--- src/rtl/stl_pkg.sv ---
package stl_pkg;

    // field widths
    localparam int TIME_W = 20;
    localparam int IDX_W  = 5;
    localparam int POS_W  = 5;
    localparam int CNT_W  = 6;
    localparam int STAT_W = 3;

    localparam logic [TIME_W-1:0] MAX_TIME_RESET = TIME_W'(1000000);

    // request kinds
    typedef enum logic [1:0] {
        REQ_ADD  = 2'd0,
        REQ_DEL  = 2'd1,
        REQ_CLR  = 2'd2,
        REQ_FIND = 2'd3
    } req_t;

    // result status codes
    typedef enum logic [STAT_W-1:0] {
        STAT_OK        = 3'd0,
        STAT_TOO_LARGE = 3'd1,
        STAT_FULL      = 3'd2,
        STAT_DUP       = 3'd3,
        STAT_NOT_FOUND = 3'd4,
        STAT_BAD_INDEX = 3'd5
    } status_t;

    // shift commands broadcast to every cell
    typedef struct packed {
        logic shift_up;
        logic shift_down;
    } cell_cmd_t;

endpackage

--- src/rtl/stl_cell.sv ---
module stl_cell #(
    parameter int INDEX = 0,
    parameter int CW    = 6,
    parameter int XW    = 6
) (
    input  logic                      aclk,
    input  logic [CW-1:0]             count,
    input  logic                      cap,
    input  logic [stl_pkg::TIME_W-1:0] cmp_time,
    input  stl_pkg::cell_cmd_t        cmd,
    input  logic                      left_lt,
    input  logic [stl_pkg::TIME_W-1:0] left_time,
    input  logic [stl_pkg::TIME_W-1:0] right_time,
    input  logic [stl_pkg::TIME_W-1:0] ins_time,
    input  logic [XW-1:0]             del_idx,
    output logic [stl_pkg::TIME_W-1:0] time_q,
    output logic                      lt_q,
    output logic                      eq_q
);
    import stl_pkg::*;

    logic [TIME_W-1:0] time_reg;
    logic              lt_reg;
    logic              eq_reg;
    logic              valid;

    // entry is live when its slot is below the fill count
    assign valid = CW'(INDEX) < count;

    // compare flags taken when a request is accepted
    always_ff @(posedge aclk) begin
        if (cap) begin
            lt_reg <= valid && (time_reg < cmp_time);
            eq_reg <= valid && (time_reg == cmp_time);
        end
    end

    // shift up above the insert point, shift down from the removed slot
    always_ff @(posedge aclk) begin
        if (cmd.shift_up) begin
            if (!left_lt) begin
                time_reg <= left_time;
            end else if (!lt_reg) begin
                time_reg <= ins_time;
            end
        end else if (cmd.shift_down) begin
            if (XW'(INDEX) >= del_idx) begin
                time_reg <= right_time;
            end
        end
    end

    assign time_q = time_reg;
    assign lt_q   = lt_reg;
    assign eq_q   = eq_reg;

endmodule

--- src/rtl/sorted_time_list_unit.sv ---
// sorted time list built as a row of compare/shift cells, one cell per entry
// accept registers the request and the cell compare flags; execute shifts the cells
// and registers the result; no new request is accepted until the execute step is done
// the execute step waits while a previous result is still held in the output register
// reset (aresetn low, synchronous): list empty, max_time back to 1000000, no result pending
module sorted_time_list_unit #(
    parameter int LIST_SIZE = 32
) (
    input  logic                       aclk,
    input  logic                       aresetn,
    input  logic                       cfg_wen,
    input  logic [stl_pkg::TIME_W-1:0] cfg_wdata,
    input  logic                       s_tvalid,
    output logic                       s_tready,
    input  logic [31:0]                s_tdata,  // time_value[19:0], entry_index[24:20]
    input  logic [1:0]                 s_tuser,  // req_type[1:0]
    output logic                       m_tvalid,
    input  logic                       m_tready,
    output logic [15:0]                m_tdata,  // position[4:0], count[10:5]
    output logic [2:0]                 m_tuser   // status[2:0]
);
    import stl_pkg::*;

    localparam int IW = $clog2(LIST_SIZE);
    localparam int CW = $clog2(LIST_SIZE + 1);
    localparam int XW = (CW > IDX_W) ? CW : IDX_W;

    typedef enum logic {
        ST_IDLE,
        ST_EXEC
    } state_t;

    state_t            state_reg;
    logic [TIME_W-1:0] max_time_reg;
    logic [CW-1:0]     count_reg;
    req_t              req_type_reg;
    logic [TIME_W-1:0] req_time_reg;
    logic [IDX_W-1:0]  req_idx_reg;
    logic              m_valid_reg;
    status_t           m_status_reg;
    logic [POS_W-1:0]  m_pos_reg;
    logic [CNT_W-1:0]  m_count_reg;

    logic [TIME_W-1:0]    cell_time [LIST_SIZE];
    logic [LIST_SIZE-1:0] cell_lt;
    logic [LIST_SIZE-1:0] cell_eq;
    logic [LIST_SIZE-1:0] lt_left;
    cell_cmd_t            cell_cmd;

    logic          s_accept;
    logic          exec_fire;
    logic [IW-1:0] ins_pos;
    logic          dup;
    logic          too_large;
    logic          full;
    logic          idx_bad;
    status_t       res_status;
    logic [IW-1:0] res_pos;
    logic [CW-1:0] count_next;
    logic          add_ok;
    logic          del_ok;

    // handshakes
    assign s_tready  = (state_reg == ST_IDLE);
    assign s_accept  = s_tvalid && s_tready;
    assign exec_fire = (state_reg == ST_EXEC) && (!m_valid_reg || m_tready);

    // left-neighbor flag, with a true flag entering the bottom of the row
    assign lt_left = {cell_lt[LIST_SIZE-2:0], 1'b1};

    // cell row
    for (genvar i = 0; i < LIST_SIZE; i++) begin : g_cell
        logic [TIME_W-1:0] left_time;
        logic [TIME_W-1:0] right_time;

        if (i == 0) begin : g_first
            assign left_time = cell_time[i];
        end else begin : g_left
            assign left_time = cell_time[i-1];
        end

        if (i == LIST_SIZE - 1) begin : g_last
            assign right_time = cell_time[i];
        end else begin : g_right
            assign right_time = cell_time[i+1];
        end

        stl_cell #(
            .INDEX (i),
            .CW    (CW),
            .XW    (XW)
        ) u_cell (
            .aclk       (aclk),
            .count      (count_reg),
            .cap        (s_accept),
            .cmp_time   (s_tdata[TIME_W-1:0]),
            .cmd        (cell_cmd),
            .left_lt    (lt_left[i]),
            .left_time  (left_time),
            .right_time (right_time),
            .ins_time   (req_time_reg),
            .del_idx    (XW'(req_idx_reg)),
            .time_q     (cell_time[i]),
            .lt_q       (cell_lt[i]),
            .eq_q       (cell_eq[i])
        );
    end

    // lower-bound position from the edge of the less-than flags
    always_comb begin
        ins_pos = '0;
        for (int i = 0; i < LIST_SIZE; i++) begin
            if (!cell_lt[i] && lt_left[i]) begin
                ins_pos = ins_pos | IW'(i);
            end
        end
    end

    assign dup       = |cell_eq;
    assign too_large = req_time_reg > max_time_reg;
    assign full      = count_reg >= CW'(LIST_SIZE);
    assign idx_bad   = XW'(req_idx_reg) >= XW'(count_reg);

    // request decode
    always_comb begin
        res_status = STAT_OK;
        res_pos    = '0;
        count_next = count_reg;
        add_ok     = 1'b0;
        del_ok     = 1'b0;
        unique case (req_type_reg)
            REQ_ADD: begin
                if (too_large) begin
                    res_status = STAT_TOO_LARGE;
                end else if (full) begin
                    res_status = STAT_FULL;
                end else if (dup) begin
                    res_status = STAT_DUP;
                end else begin
                    res_pos    = ins_pos;
                    count_next = count_reg + CW'(1);
                    add_ok     = 1'b1;
                end
            end
            REQ_DEL: begin
                if (idx_bad) begin
                    res_status = STAT_BAD_INDEX;
                end else begin
                    count_next = count_reg - CW'(1);
                    del_ok     = 1'b1;
                end
            end
            REQ_CLR: begin
                count_next = '0;
            end
            REQ_FIND: begin
                if (too_large) begin
                    res_status = STAT_TOO_LARGE;
                end else if (dup) begin
                    res_pos = ins_pos;
                end else begin
                    res_status = STAT_NOT_FOUND;
                end
            end
            default: begin
                res_status = STAT_OK;
            end
        endcase
    end

    assign cell_cmd.shift_up   = exec_fire && add_ok;
    assign cell_cmd.shift_down = exec_fire && del_ok;

    // control state, request hold and output register
    always_ff @(posedge aclk) begin
        if (!aresetn) begin
            state_reg    <= ST_IDLE;
            max_time_reg <= MAX_TIME_RESET;
            count_reg    <= '0;
            m_valid_reg  <= 1'b0;
        end else begin
            if (cfg_wen) begin
                max_time_reg <= cfg_wdata;
            end
            unique case (state_reg)
                ST_IDLE: begin
                    if (s_accept) begin
                        state_reg <= ST_EXEC;
                    end
                end
                ST_EXEC: begin
                    if (exec_fire) begin
                        state_reg <= ST_IDLE;
                    end
                end
                default: begin
                    state_reg <= ST_IDLE;
                end
            endcase
            if (exec_fire) begin
                count_reg   <= count_next;
                m_valid_reg <= 1'b1;
            end else if (m_tready) begin
                m_valid_reg <= 1'b0;
            end
        end
        if (s_accept) begin
            req_type_reg <= req_t'(s_tuser);
            req_time_reg <= s_tdata[TIME_W-1:0];
            req_idx_reg  <= s_tdata[TIME_W +: IDX_W];
        end
        if (exec_fire) begin
            m_status_reg <= res_status;
            m_pos_reg    <= POS_W'(res_pos);
            m_count_reg  <= CNT_W'(count_next);
        end
    end

    assign m_tvalid = m_valid_reg;
    assign m_tdata  = {5'b0, m_count_reg, m_pos_reg};
    assign m_tuser  = m_status_reg;

endmodule

--- config.mk ---
export PLATFORM = sky130hd
export DESIGN_NAME = sorted_time_list_unit
export DESIGN_NICKNAME = d
export VERILOG_FILES = /design/src/rtl/stl_pkg.sv /design/src/rtl/stl_cell.sv /design/src/rtl/sorted_time_list_unit.sv
export SDC_FILE = /design/constraint.sdc
export NUM_CORES = 2
export LEC_CHECK = 0
export BUFFER_PORTS_ARGS = -buffer_cell sky130_fd_sc_hd__buf_4
export CORE_MARGIN = 1
export CORE_UTILIZATION = 40
export CTS_CLUSTER_SIZE = 24
export DETAILED_ROUTE_END_ITERATION = 12
export PLACE_DENSITY = 0.67
export SYNTH_ARGS = -nofsm -noshare
export SYNTH_HDL_FRONTEND = slang
export SYNTH_SLANG_ARGS = --single-unit
--- constraint.sdc ---
create_clock -name aclk -period 6.4 [get_ports aclk]
set_clock_uncertainty 0.1 [all_clocks]
set_input_delay 0.96 -clock aclk [delete_from_list [all_inputs] [get_ports aclk]]
set_output_delay 0.96 -clock aclk [all_outputs]
set_load 0.02 [all_outputs]
==> flow_summary.json <==
{
  "outcome": "completed",
  "die-area_um2": 134000,
  "clk_latency_ns": 0.68,
  "antenna_found_initial": 2,
  "routedWlPerCell_um": 25.0,
  "dr.pass1.iters": 8,
  "htree_levels": 3,
  "avgSynthCellArea_um2": 10.4,
  "ios": 80,
  "fill_cells": 12400,
  "wirelength_um": 172000,
  "critPathMaxFanout": 99,
  "async_flop_share_pct": 0,
  "min_from": "s_tuser[0]",
  "crit_start": "req_time_reg[10]",
  "gp_congestion": 0.972,
  "synth_top_area_cell": "edfxtp_1",
  "grt_pass1_vias": 41300,
  "reg2reg_setup_slack_ns": 1.44,
  "clk_pin_slew_ns": 0.06,
  "final.setup.worst_slack_ns": 1.44,
  "vias": 42000,
  "power_density_nw_per_um2": 208,
  "synth_edf_count": 745,
  "period_share_pct": 77.5,
  "ys_seq_area_share_pct": 43.3,
  "clkSinkCount": 773,
  "grt_use_total_pct": 25.0,
  "slowest_stage": "a21oi_2",
  "slowest_delay_ns": 1.15,
  "cts_resized": 0,
  "die_w_um": 366,
  "largest_register_ffs": 640,
  "drt_iter0_drc": 4805,
  "rsz0062_at_grt": "false",
  "area_delta_synth_final_pct": 9.53,
  "grt_max_degree": 265,
  "cp.arrival_ns": 5.15,
  "synthCells": 5116,
  "routed_via_density": 6.09,
  "grt_overflow": 0,
  "netlist_area_um2": 53000,
  "crit_type": "reg2reg",
  "crit_chain": "buf_4, ha_1, nand4_1, nor4_1, a21boi_1, or4b_1, a21oi_4, nand2_8, a21oi_2",
  "drive_gt1_share_pct": 7.54,
  "synthDistinctLibCells": 68,
  "min_period_ns": 4.96,
  "hold_viol_final": 0,
  "p_leak_nw": 24.4,
  "portBuffers": 67,
  "maxClockFrequency_mhz": 202,
  "cts_buffer_depth": 3,
  "synth_area_leaders": "edfxtp_1 (42%), ha_1 (16%), mux2i_1 (12%)",
  "numCtsBuffers": 87,
  "die_h_um": 366,
  "hpwl_um": 120000,
  "start_util_pct": 40.3,
  "hold_class": "in2reg",
  "worstSetupEndpointType": "flop",
  "tightest_slew_ns": 1.23,
  "start_kind": "flop",
  "relSlewSlack_pct": 18.2,
  "cts-hold-fix-buffers": 0,
  "synth_top_area_share_pct": 42.2,
  "rr_worst_depth": 9,
  "ys_ff_latch": 773,
  "nets": 5798,
  "fin_tns_setup_ns": 0,
  "grt_pass1_wl_um": 259000,
  "r2r_start": "req_time_reg[10]",
  "clockRootBuffer": "clkbuf_16",
  "synth_flop_cell": "edfxtp_1",
  "required_ns": 6.59,
  "coreArea_um2": 131000,
  "rows": 133,
  "drtAntennaViolNets": 0,
  "ir_drop_v": 0.000209,
  "finalMaxSlewViolations": 0,
  "hold_depth": 1,
  "drc": 0,
  "post_cts.repair.setup_buffers": 0,
  "pre_cts_slack_ns": 1.49,
  "yosys_warnings": 0,
  "cap_viol_max_count": 0,
  "setup_viol": 0,
  "cts_tree": "done"
}
[through the flow]
step                instance area (µm²)  utilization (%)  power [mW]  instances  hold WS [ns]
detailed placement                55200             42.0        7.08       6732         0.387
global placement                  55200             42.0        7.04       6732         0.376
floorplan                         53000                -        6.58       5120         0.360
global route                      58000             44.1        12.4       6889         0.369
CTS                               58000             44.1        12.1       6889         0.347
finish                            58000             44.1        12.1       6891         0.374
[cell type report]
class | instances | area, µm² | share of cell area (%)
Multi-Input combinational cell | 3891 | 28200 | 48.5
Timing Repair Buffer | 180 | 1410 | 2.44
Antenna cell | 2 | 5.00 | 0.00862
Clock inverter | 34 | 221 | 0.382
Clock buffer | 123 | 2600 | 4.48
Inverter | 133 | 499 | 0.860
Sequential cell | 773 | 22900 | 39.5
Tap cell | 1755 | 2200 | 3.78
[cells in the final DEF (no fill, tap or decap), types with 5 or more instances in the layout]
cell,netlist,routed
a31oi_2,0,22
nor2_1,142,142
a21oi_1,225,223
nor4_1,16,15
a211oi_1,21,20
o2111ai_1,13,13
clkbuf_1,216,21
mux2i_1,613,613
o21ai_1,440,440
o31a_1,14,14
a221oi_1,5,5
inv_2,0,19
inv_1,129,110
or3_1,21,21
clkbuf_16,0,99
nor3_1,42,42
ha_1,673,673
dfxtp_1,28,28
and4_1,18,18
conb_1,1,5
or2_2,6,6
o22ai_1,17,16
clkinv_2,0,9
a21o_1,141,141
edfxtp_1,745,745
nand2_1,747,747
nand4_1,131,131
a31oi_1,39,15
o21a_1,11,11
nor2b_1,97,96
nand2b_1,33,33
mux2_2,21,21
nand3_1,36,36
buf_12,0,5
o21ai_0,291,290
clkinv_1,4,22
buf_4,6,175
o211ai_1,16,16
[cells by family after synthesis]
logic type	after synthesis	share of synthesized area, %
other	1	0.00708
buffers and inverters	456	4.04
AND/OR/NAND/NOR	1307	11.2
flip-flops	773	43.3
multiplexers	634	12.0
adder cells (fa/ha/maj)	673	15.9
AO/OA/AOI/OAI	1272	13.6
[power breakdown]
group	switching (mW)	leakage (nW)	total [mW]	internal (mW)
clock network	2.17	1.38	5.07	2.90
registers	0.0669	7.03	5.63	5.57
logic	0.887	16.0	1.37	0.488
total	3.12	24.4	12.1	8.96
[path summary, 6_finish.rpt]
kind / end
setup reg to reg: g_cell[15].u_cell.time_q[7]
hold reg to reg: max_time_reg[5]
setup / recovery: g_cell[15].u_cell.time_q[7]
hold / removal: req_type_reg[0]
[routing by layer]
layer / track usage, % / part of all wire (%)
met1: 34.0 / 42
met2: 38.9 / 44
met3: 3.88 / 9.0
met4: 11.9 / 4.9
met5: 0 / 0
[critical path, delay by kind of cell (launching register included)]
kind / cells / cell delay (ns)
AOI/OAI and AO/OA: 3 / 1.71
and+or+nand+nor: 4 / 1.45
buffers and inverters: 1 / 0.53
adders and majority gates: 1 / 0.37
DFF: 1 / 0.32
[synthesized netlist by cell type (36+ instances only)]
cell / count
a21oi_1: 225
a31oi_1: 39
nand4_1: 131
edfxtp_1: 745
buf_2: 42
nor2b_1: 97
o21ai_0: 291
nand3_1: 36
nand2_1: 747
a21o_1: 141
inv_1: 129
ha_1: 673
buf_6: 46
o21ai_1: 440
mux2i_1: 613
clkbuf_1: 216
nor3_1: 42
nor2_1: 142
(Power assumes the default switching activity.)
